## src/rtl/core/xrg_pkg.sv

```systemverilog
// Shared types and constants for the xoshiro256** generator.
// Used by the serial multiplier, the serial modulo unit, the seeder and the top level.
package xrg_pkg;

   localparam int WORD_W   = 64;
   localparam int SPAN_W   = 33;
   localparam int INT_W    = 32;
   localparam int FRAC_W   = 23;
   localparam int CNT_W    = 6;

   localparam logic [CNT_W-1:0] STEP_LAST = CNT_W'(WORD_W - 1);

   localparam logic [WORD_W-1:0] SEED_DEFAULT = 64'h1234_5678_9ABC_DEF0;
   localparam logic [WORD_W-1:0] GOLDEN_STEP  = 64'h9e37_79b9_7f4a_7c15;
   localparam logic [WORD_W-1:0] MIX_MUL_A    = 64'hbf58_476d_1ce4_e5b9;
   localparam logic [WORD_W-1:0] MIX_MUL_B    = 64'h94d0_49bb_1331_11eb;

   localparam int MIX_SHIFT_A = 30;
   localparam int MIX_SHIFT_B = 27;
   localparam int MIX_SHIFT_C = 31;
   localparam int XS_SHIFT    = 17;
   localparam int XS_ROTATE   = 45;
   localparam int SAMPLE_ROT  = 7;

   typedef enum logic [1:0] {
      KIND_RAW   = 2'd0,
      KIND_RANGE = 2'd1,
      KIND_FRAC  = 2'd2
   } kind_type;

   // One state word written by the seeder.
   typedef struct packed {
      logic              valid;
      logic              last;
      logic [1:0]        idx;
      logic [WORD_W-1:0] data;
   } seed_wr_type;

   typedef struct packed {
      logic              done;
      logic [WORD_W-1:0] product;
   } mul_res_type;

   typedef struct packed {
      logic             done;
      logic [INT_W-1:0] rem;
   } mod_res_type;

   function automatic logic [WORD_W-1:0] rot_left(input logic [WORD_W-1:0] v,
                                                  input int unsigned k);
      return (v << k) | (v >> (WORD_W - k));
   endfunction

endpackage

```

## src/rtl/core/xrg_serial_mult.sv

```systemverilog
// Shift-and-add multiplier, one multiplier bit per cycle, low 64 bits of the product.
// Depends on xrg_pkg.
module xrg_serial_mult
   import xrg_pkg::*;
(
   input  logic              clock,
   input  logic              reset,
   input  logic              start,
   input  logic [WORD_W-1:0] multiplicand,
   input  logic [WORD_W-1:0] multiplier,
   output mul_res_type       res
);

   logic [WORD_W-1:0] acc_ff, acc_in;
   logic [WORD_W-1:0] mcand_ff, mcand_in;
   logic [WORD_W-1:0] mplier_ff, mplier_in;
   logic [CNT_W-1:0]  cnt_ff, cnt_in;
   logic              busy_ff, busy_in;
   logic              done_ff, done_in;

   always_comb begin
      acc_in    = acc_ff;
      mcand_in  = mcand_ff;
      mplier_in = mplier_ff;
      cnt_in    = cnt_ff;
      busy_in   = busy_ff;
      done_in   = 1'b0;
      if (start) begin
         acc_in    = '0;
         mcand_in  = multiplicand;
         mplier_in = multiplier;
         cnt_in    = '0;
         busy_in   = 1'b1;
      end else if (busy_ff) begin
         if (mplier_ff[0]) begin
            acc_in = acc_ff + mcand_ff;
         end
         mcand_in  = mcand_ff << 1;
         mplier_in = mplier_ff >> 1;
         cnt_in    = cnt_ff + 1'b1;
         if (cnt_ff == STEP_LAST) begin
            busy_in = 1'b0;
            done_in = 1'b1;
         end
      end
   end

   always_ff @(posedge clock) begin
      if (reset) begin
         cnt_ff  <= '0;
         busy_ff <= 1'b0;
         done_ff <= 1'b0;
      end else begin
         cnt_ff  <= cnt_in;
         busy_ff <= busy_in;
         done_ff <= done_in;
      end
   end

   always_ff @(posedge clock) begin
      acc_ff    <= acc_in;
      mcand_ff  <= mcand_in;
      mplier_ff <= mplier_in;
   end

   assign res.done    = done_ff;
   assign res.product = acc_ff;

   // A new operand pair must never cut into a product still being formed.
   a_start_idle: assert property (@(posedge clock) disable iff (reset)
      start |-> !busy_ff)
      else $error("multiplier started while busy");

endmodule

```

## src/rtl/core/xrg_serial_mod.sv

```systemverilog
// Restoring modulo unit: 64-bit dividend by a 33-bit divisor, one dividend bit per cycle.
// Depends on xrg_pkg.
module xrg_serial_mod
   import xrg_pkg::*;
(
   input  logic              clock,
   input  logic              reset,
   input  logic              start,
   input  logic [WORD_W-1:0] dividend,
   input  logic [SPAN_W-1:0] divisor,
   output mod_res_type       res
);

   logic [SPAN_W-1:0] rem_ff, rem_in;
   logic [WORD_W-1:0] dvd_ff, dvd_in;
   logic [SPAN_W-1:0] dsr_ff, dsr_in;
   logic [CNT_W-1:0]  cnt_ff, cnt_in;
   logic              busy_ff, busy_in;
   logic              done_ff, done_in;
   logic [SPAN_W:0]   trial;
   logic [SPAN_W+1:0] diff;

   // The partial remainder stays below the divisor, so the trial value fits one extra bit.
   assign trial = {rem_ff, dvd_ff[WORD_W-1]};
   assign diff  = {1'b0, trial} - {2'b00, dsr_ff};

   always_comb begin
      rem_in  = rem_ff;
      dvd_in  = dvd_ff;
      dsr_in  = dsr_ff;
      cnt_in  = cnt_ff;
      busy_in = busy_ff;
      done_in = 1'b0;
      if (start) begin
         rem_in  = '0;
         dvd_in  = dividend;
         dsr_in  = divisor;
         cnt_in  = '0;
         busy_in = 1'b1;
      end else if (busy_ff) begin
         if (!diff[SPAN_W+1]) begin
            rem_in = diff[SPAN_W-1:0];
         end else begin
            rem_in = trial[SPAN_W-1:0];
         end
         dvd_in = dvd_ff << 1;
         cnt_in = cnt_ff + 1'b1;
         if (cnt_ff == STEP_LAST) begin
            busy_in = 1'b0;
            done_in = 1'b1;
         end
      end
   end

   always_ff @(posedge clock) begin
      if (reset) begin
         cnt_ff  <= '0;
         busy_ff <= 1'b0;
         done_ff <= 1'b0;
      end else begin
         cnt_ff  <= cnt_in;
         busy_ff <= busy_in;
         done_ff <= done_in;
      end
   end

   always_ff @(posedge clock) begin
      rem_ff <= rem_in;
      dvd_ff <= dvd_in;
      dsr_ff <= dsr_in;
   end

   assign res.done = done_ff;
   assign res.rem  = rem_ff[INT_W-1:0];

endmodule

```

## src/rtl/core/xrg_seeder.sv

```systemverilog
// Splitmix64 seed expansion: produces the four state words one after another.
// Depends on xrg_pkg and xrg_serial_mult.
module xrg_seeder
   import xrg_pkg::*;
(
   input  logic              clock,
   input  logic              reset,
   input  logic              start,
   input  logic [WORD_W-1:0] seed,
   output seed_wr_type       wr
);

   typedef enum logic [3:0] {
      SD_IDLE  = 4'b0001,
      SD_STEP  = 4'b0010,
      SD_MUL_A = 4'b0100,
      SD_MUL_B = 4'b1000
   } sd_state_type;

   sd_state_type      state_ff, state_in;
   logic [WORD_W-1:0] x_ff, x_in;
   logic [1:0]        idx_ff, idx_in;
   logic [WORD_W-1:0] x_sum;
   logic              mul_start;
   logic [WORD_W-1:0] mul_a;
   logic [WORD_W-1:0] mul_b;
   mul_res_type       mul_res;

   assign x_sum = x_ff + GOLDEN_STEP;

   xrg_serial_mult u_mult (
      .clock        (clock),
      .reset        (reset),
      .start        (mul_start),
      .multiplicand (mul_a),
      .multiplier   (mul_b),
      .res          (mul_res)
   );

   always_comb begin
      state_in  = state_ff;
      x_in      = x_ff;
      idx_in    = idx_ff;
      mul_start = 1'b0;
      mul_a     = x_sum ^ (x_sum >> MIX_SHIFT_A);
      mul_b     = MIX_MUL_A;
      wr        = '0;
      case (state_ff)
         SD_IDLE: begin
            if (start) begin
               x_in     = seed;
               idx_in   = '0;
               state_in = SD_STEP;
            end
         end
         SD_STEP: begin
            x_in      = x_sum;
            mul_start = 1'b1;
            state_in  = SD_MUL_A;
         end
         SD_MUL_A: begin
            if (mul_res.done) begin
               mul_start = 1'b1;
               mul_a     = mul_res.product ^ (mul_res.product >> MIX_SHIFT_B);
               mul_b     = MIX_MUL_B;
               state_in  = SD_MUL_B;
            end
         end
         SD_MUL_B: begin
            if (mul_res.done) begin
               wr.valid = 1'b1;
               wr.idx   = idx_ff;
               wr.data  = mul_res.product ^ (mul_res.product >> MIX_SHIFT_C);
               wr.last  = (idx_ff == 2'b11);
               idx_in   = idx_ff + 1'b1;
               state_in = (idx_ff == 2'b11) ? SD_IDLE : SD_STEP;
            end
         end
         default: begin
            state_in = SD_IDLE;
         end
      endcase
   end

   always_ff @(posedge clock) begin
      if (reset) begin
         state_ff <= SD_IDLE;
         idx_ff   <= '0;
      end else begin
         state_ff <= state_in;
         idx_ff   <= idx_in;
      end
   end

   always_ff @(posedge clock) begin
      x_ff <= x_in;
   end

endmodule

```

## src/rtl/core/xoshiro256ss_random_generator_top.sv

```systemverilog
// Channel | Direction | Handshake        | Word
// req     | in        | valid / stall    | kind, range_min, range_max
// rsp     | out       | valid / stall    | raw_word, int_value, fraction
// csr     | in        | valid / ready    | seed_value
//
// Raw and fraction words pass from acceptance through ST_ADV, ST_SCRAM and ST_DONE into the
// output register, and the next request is taken back in ST_IDLE. Range requests add the
// bit-serial modulo unit in ST_DIV, while ranges whose minimum is not below the maximum and
// the unused kind go from acceptance straight to ST_DONE. Reset and every seed write run
// splitmix64 expansion through the bit-serial multiplier, eight products in all, during
// which no word is accepted. A seed write on offer holds off requests, and a new request
// is taken while the previous result still waits under rsp_stall.
// Depends on xrg_pkg, xrg_seeder and xrg_serial_mod.
module xoshiro256ss_random_generator_top
   import xrg_pkg::*;
(
   input  logic                    clock,
   input  logic                    reset,
   input  logic                    req_valid,
   output logic                    req_stall,
   input  logic [1:0]              req_kind,
   input  logic signed [INT_W-1:0] req_range_min,
   input  logic signed [INT_W-1:0] req_range_max,
   output logic                    rsp_valid,
   input  logic                    rsp_stall,
   output logic [WORD_W-1:0]       rsp_raw_word,
   output logic signed [INT_W-1:0] rsp_int_value,
   output logic [FRAC_W-1:0]       rsp_fraction,
   input  logic                    csr_valid,
   output logic                    csr_ready,
   input  logic [WORD_W-1:0]       csr_seed_value
);

   typedef enum logic [6:0] {
      ST_SEED_GO   = 7'b0000001,
      ST_SEED_WAIT = 7'b0000010,
      ST_IDLE      = 7'b0000100,
      ST_ADV       = 7'b0001000,
      ST_SCRAM     = 7'b0010000,
      ST_DIV       = 7'b0100000,
      ST_DONE      = 7'b1000000
   } state_type;

   state_type         state_ff, state_in;
   logic [WORD_W-1:0] seed_ff, seed_in;
   logic [WORD_W-1:0] w0_ff, w0_in;
   logic [WORD_W-1:0] w1_ff, w1_in;
   logic [WORD_W-1:0] w2_ff, w2_in;
   logic [WORD_W-1:0] w3_ff, w3_in;
   logic [1:0]        kind_ff, kind_in;
   logic [INT_W-1:0]  min_ff, min_in;
   logic [SPAN_W-1:0] span_ff, span_in;
   logic [WORD_W-1:0] p5_ff, p5_in;
   logic [WORD_W-1:0] res_raw_ff, res_raw_in;
   logic [INT_W-1:0]  res_int_ff, res_int_in;
   logic [FRAC_W-1:0] res_frac_ff, res_frac_in;
   logic              out_valid_ff, out_valid_in;
   logic [WORD_W-1:0] out_raw_ff;
   logic [INT_W-1:0]  out_int_ff;
   logic [FRAC_W-1:0] out_frac_ff;

   logic              accept;
   logic              csr_wr;
   logic              out_load;
   logic              range_ok;
   logic [SPAN_W-1:0] req_span;
   logic              seed_start;
   seed_wr_type       seed_wr;
   logic              mod_start;
   mod_res_type       mod_res;
   logic [WORD_W-1:0] adv_t;
   logic [WORD_W-1:0] adv_x2;
   logic [WORD_W-1:0] adv_x3;
   logic [WORD_W-1:0] scram_rot;
   logic [WORD_W-1:0] raw_val;

   // A seed write takes precedence, so a request offered beside it is held off.
   assign req_stall = (state_ff != ST_IDLE) || csr_valid;
   assign csr_ready = (state_ff == ST_IDLE);
   assign accept    = req_valid && !req_stall;
   assign csr_wr    = csr_valid && csr_ready;

   // The span is formed in 33 bits, so a full-width signed range cannot wrap.
   assign range_ok = (req_range_min < req_range_max);
   assign req_span = {req_range_max[INT_W-1], req_range_max}
                   - {req_range_min[INT_W-1], req_range_min} + SPAN_W'(1);

   // xoshiro256 state transition, all taken from the words before the step.
   assign adv_t  = w1_ff << XS_SHIFT;
   assign adv_x2 = w2_ff ^ w0_ff;
   assign adv_x3 = w3_ff ^ w1_ff;

   assign scram_rot = rot_left(p5_ff, SAMPLE_ROT);
   assign raw_val   = {scram_rot[WORD_W-4:0], 3'b000} + scram_rot;

   xrg_seeder u_seeder (
      .clock (clock),
      .reset (reset),
      .start (seed_start),
      .seed  (seed_ff),
      .wr    (seed_wr)
   );

   xrg_serial_mod u_mod (
      .clock    (clock),
      .reset    (reset),
      .start    (mod_start),
      .dividend (raw_val),
      .divisor  (span_ff),
      .res      (mod_res)
   );

   always_comb begin
      state_in    = state_ff;
      seed_in     = seed_ff;
      w0_in       = w0_ff;
      w1_in       = w1_ff;
      w2_in       = w2_ff;
      w3_in       = w3_ff;
      kind_in     = kind_ff;
      min_in      = min_ff;
      span_in     = span_ff;
      p5_in       = p5_ff;
      res_raw_in  = res_raw_ff;
      res_int_in  = res_int_ff;
      res_frac_in = res_frac_ff;
      seed_start  = 1'b0;
      mod_start   = 1'b0;
      out_load    = 1'b0;

      if (seed_wr.valid) begin
         case (seed_wr.idx)
            2'b00:   w0_in = seed_wr.data;
            2'b01:   w1_in = seed_wr.data;
            2'b10:   w2_in = seed_wr.data;
            default: w3_in = seed_wr.data;
         endcase
      end

      case (state_ff)
         ST_SEED_GO: begin
            seed_start = 1'b1;
            state_in   = ST_SEED_WAIT;
         end
         ST_SEED_WAIT: begin
            if (seed_wr.valid && seed_wr.last) begin
               state_in = ST_IDLE;
            end
         end
         ST_IDLE: begin
            if (csr_wr) begin
               seed_in  = csr_seed_value;
               state_in = ST_SEED_GO;
            end else if (accept) begin
               kind_in     = req_kind;
               min_in      = req_range_min;
               span_in     = req_span;
               res_raw_in  = '0;
               res_int_in  = '0;
               res_frac_in = '0;
               case (req_kind)
                  KIND_RAW, KIND_FRAC: begin
                     state_in = ST_ADV;
                  end
                  KIND_RANGE: begin
                     if (range_ok) begin
                        state_in = ST_ADV;
                     end else begin
                        res_int_in = req_range_min;
                        state_in   = ST_DONE;
                     end
                  end
                  default: begin
                     state_in = ST_DONE;
                  end
               endcase
            end
         end
         ST_ADV: begin
            p5_in = {w1_ff[WORD_W-3:0], 2'b00} + w1_ff;
            w0_in = w0_ff ^ adv_x3;
            w1_in = w1_ff ^ adv_x2;
            w2_in = adv_x2 ^ adv_t;
            w3_in = rot_left(adv_x3, XS_ROTATE);
            state_in = ST_SCRAM;
         end
         ST_SCRAM: begin
            res_raw_in = raw_val;
            if (kind_ff == KIND_RANGE) begin
               mod_start = 1'b1;
               state_in  = ST_DIV;
            end else begin
               if (kind_ff == KIND_FRAC) begin
                  res_frac_in = raw_val[WORD_W-1 -: FRAC_W];
               end
               state_in = ST_DONE;
            end
         end
         ST_DIV: begin
            if (mod_res.done) begin
               res_int_in = min_ff + mod_res.rem;
               state_in   = ST_DONE;
            end
         end
         ST_DONE: begin
            // Move the result on only once the output register is free or being emptied.
            if (!out_valid_ff || !rsp_stall) begin
               out_load = 1'b1;
               state_in = ST_IDLE;
            end
         end
         default: begin
            state_in = ST_SEED_GO;
         end
      endcase
   end

   assign out_valid_in = out_load || (out_valid_ff && rsp_stall);

   always_ff @(posedge clock) begin
      if (reset) begin
         state_ff     <= ST_SEED_GO;
         seed_ff      <= SEED_DEFAULT;
         out_valid_ff <= 1'b0;
      end else begin
         state_ff     <= state_in;
         seed_ff      <= seed_in;
         out_valid_ff <= out_valid_in;
      end
   end

   always_ff @(posedge clock) begin
      w0_ff       <= w0_in;
      w1_ff       <= w1_in;
      w2_ff       <= w2_in;
      w3_ff       <= w3_in;
      kind_ff     <= kind_in;
      min_ff      <= min_in;
      span_ff     <= span_in;
      p5_ff       <= p5_in;
      res_raw_ff  <= res_raw_in;
      res_int_ff  <= res_int_in;
      res_frac_ff <= res_frac_in;
      if (out_load) begin
         out_raw_ff  <= res_raw_ff;
         out_int_ff  <= res_int_ff;
         out_frac_ff <= res_frac_ff;
      end
   end

   assign rsp_valid     = out_valid_ff;
   assign rsp_raw_word  = out_raw_ff;
   assign rsp_int_value = out_int_ff;
   assign rsp_fraction  = out_frac_ff;

   // An accepted word either starts a state advance or finishes at once.
   a_accept_path: assert property (@(posedge clock) disable iff (reset)
      (!reset && accept) |=> (state_ff == ST_ADV || state_ff == ST_DONE))
      else $error("accepted word took no valid path");

   // A finished result waits while the previous one is still held in the output register.
   a_result_waits: assert property (@(posedge clock) disable iff (reset)
      (!reset && state_ff == ST_DONE && out_valid_ff && rsp_stall) |=> state_ff == ST_DONE)
      else $error("result overwrote an undelivered word");

   // State words are only written by the seeder while reseeding is in progress.
   a_seed_window: assert property (@(posedge clock) disable iff (reset)
      (!reset && seed_wr.valid) |-> state_ff == ST_SEED_WAIT)
      else $error("seeder wrote state outside reseeding");

endmodule
```

## config.mk

```make
export PLATFORM = sky130hd
export DESIGN_NAME = xoshiro256ss_random_generator_top
export DESIGN_NICKNAME = d
export VERILOG_FILES = /design/src/rtl/core/xrg_pkg.sv /design/src/rtl/core/xrg_serial_mult.sv /design/src/rtl/core/xrg_serial_mod.sv /design/src/rtl/core/xrg_seeder.sv /design/src/rtl/core/xoshiro256ss_random_generator_top.sv
export SDC_FILE = /design/constraint.sdc
export NUM_CORES = 2
export LEC_CHECK = 0
export BUFFER_PORTS_ARGS = -buffer_cell sky130_fd_sc_hd__buf_4
export CAP_MARGIN = 20
export CORE_MARGIN = 1
export CORE_UTILIZATION = 55
export CTS_CLUSTER_SIZE = 8
export DETAILED_ROUTE_END_ITERATION = 8
export PLACE_DENSITY_LB_ADDON = 0.3
export REMOVE_ABC_BUFFERS = 1
export SYNTH_ARGS = -nofsm -noshare
export SYNTH_HDL_FRONTEND = slang
export SYNTH_SLANG_ARGS = --single-unit
```

## constraint.sdc

```tcl
create_clock -name clock -period 14.2 [get_ports clock]
set_clock_uncertainty 0.1 [all_clocks]
set_input_delay 4.26 -clock clock [delete_from_list [all_inputs] [get_ports clock]]
set_output_delay 4.26 -clock clock [all_outputs]
set_load 0.02 [all_outputs]
```

==> reports/metrics.cfg <==
[die]
num_rows=122
io_pins=257
initial_core_util=0.555
fp.coreArea_um2=111000
fp.dieArea_um2=113000
dieHeight_um=336
die_w_um=336

[final_layout]
drive_gt1_frac=0.0903
fill_cells=9057
multi_input_area_um2=28500
ff_latch_area_um2=31300
finalNonFillerCells=7716
area.growth.synth_to_final_pct=12.6
final_nets=6621

[global_route]
track_usage=0.283
gr-total-overflow=0
grt_first_pass_wirelength_mm=251
grt_max_degree=188
antenna_found_initial=2
grt_pass1_vias=44844

[cts]
postCtsSetupBuffers=0
clock_sinks=1105
tritoncts=done
insertion_delay_ps=760
numCtsBuffers=157
cts_max_path_buffers=3
cts.htree.levels=4
postCtsHoldBufs=0
cts-root-buf=clkbuf_16
ctsResizeCount=0
clk_pin_slew_ps=40

[synthesis]
synth_area_leader_cell=edfxtp_1
yosysSeqAreaShare=0.509
ys_top_cells_by_count=edfxtp_1 (914), nand2_1 (806), o21ai_0 (449)
yosysMostFrequentCell=edfxtp_1
ys_ff_latch=1105
yosysWarnings=0
synth_cell_type_count=104
synth_area_leaders=edfxtp_1 (45%), ha_1 (7.0%), dfxtp_1 (6.2%)
async_flop_share=0
syn_area_per_cell_um2=10.4
syn_inst=5930
synth_edf_count=914
netlist_area_um2=61500
synth_flop_cell=edfxtp_1
yosysTopAreaCellShare=0.446

[placed_design]
gp_congestion=0.935
hpwl_mm=114
place_inst=7461
port_buffers=256

[power_and_ir_drop]
leakagePower_uw=0.0288
p_per_area_nw_per_um2=142
totalPowerFinal_uw=9840
vdd_ir_drop_max_v=0.000118

[status]
outcome=completed

[sta]
fmax_mhz=109
hold_viol_final=0
maxSlewViolCount=0
rsz0062_at_grt=no
post-route-period-util=0.647
min_period_ps=9180
worst_pin_slew_ps=1040
setup_tns_ps=0
slew_headroom=0.290
setup_viol=0

[route]
dr.first_iter.drc_count=4037
antenna_left=0
wirelength_mm=160
drt-wirelength-per-cell_um=20.8
first_pass_iters=6
vias=45732
route.detailed.drc=0
routed_via_density=5.93

[critical_path]
cp.arrival_ps=4820
startpoint_type=primary input
reg2reg_depth=11
crit_path_max_fanout=4
required_ps=9840
critPathKind=in2out
cp-end-kind=primary output

[min_path]
hold_depth=0
hold_class=reg2reg

[run]
maxCapViolCount=0

[worst paths after layout]
check / end / slack [ps] / startpoint
setup reg to reg: p5_ff[57] / 9640 / w1_ff[8]
hold / removal: rsp_fraction[22] / 310 / res_frac_ff[22]
setup / recovery: req_stall / 5020 / csr_valid
hold reg to reg: rsp_fraction[22] / 310 / res_frac_ff[22]
[report_power, final]
part / switching [uW] / leakage, uW / internal, uW
Combinational: 1340 / 0.0163 / 868
Sequential: 353 / 0.0104 / 3820
Clock: 1370 / 0.00217 / 2090
[logic make-up after synthesis]
logic type                 after synthesis  synth area share
muxes                                   13           0.00212
AOI/OAI and AO/OA                     1574             0.160
and+or+nand+nor                       1702             0.124
adders and majority gates              352            0.0724
xor gates and xnor gates               721             0.103
DFF                                   1105             0.509
buffers and inverters                  463            0.0294
[placed cells by master, fill, tap and decap left out, drive strengths merged, types with 82 or more instances in the layout]
cell type / netlist / routed
a21o: 186 / 186
edfxtp: 914 / 914
ha: 346 / 346
nand2: 807 / 807
xor2: 308 / 308
clkbuf: 214 / 238
buf: 38 / 296
nand3: 82 / 82
xnor2: 413 / 413
nor2: 375 / 375
dfxtp: 191 / 191
a21oi: 445 / 445
o21ai: 482 / 482
inv: 210 / 220
[layout make-up]
type | instances | share of cell area
sequential | 1105 | 0.452
multi-input combinational | 4362 | 0.412
antenna | 1 | 0.0000362
clock inverter | 15 | 0.00289
clock buffer | 237 | 0.0622
inverter | 211 | 0.0115
timing repair buffer | 297 | 0.0325
tap | 1488 | 0.0269
[worst max-delay path: stages]
cell,delay [ps]
buf_4,130
nand2b_1,230
buf_4,200
[layer usage]
layer  wire, um  GRT usage
met1      69300      0.381
met2      73700      0.453
met3      10300     0.0423
met4       6840      0.125
met5          0          0
[per-stage QoR]
step                cell area [um2]  utilization  setup WS [ps]  hold slack (ps)
CTS                           69200        0.624           4980              306
global route                  69200        0.625           5030              318
global placement              64700        0.584           5010              301
finish                        69200        0.625           5020              306
floorplan                     60500            -           3600              300
detailed placement            64700        0.584           4980              305
[state kept, by name, summed over array words and instances (netlist names), 33 cells and up]
name                       count
span_ff                       33
u_seeder.x_ff                 64
w1_ff                         64
w2_ff                         64
u_mod.rem_ff                  33
u_seeder.u_mult.mplier_ff     64
w3_ff                         64
u_mod.dsr_ff                  33
res_raw_ff                    64
u_seeder.u_mult.mcand_ff      64
seed_ff                       64
u_mod.dvd_ff                  64
u_seeder.u_mult.acc_ff        64
p5_ff                         64
rsp_raw_word                  64
w0_ff                         64
No activity file was read; power rests on OpenSTA's default activity.
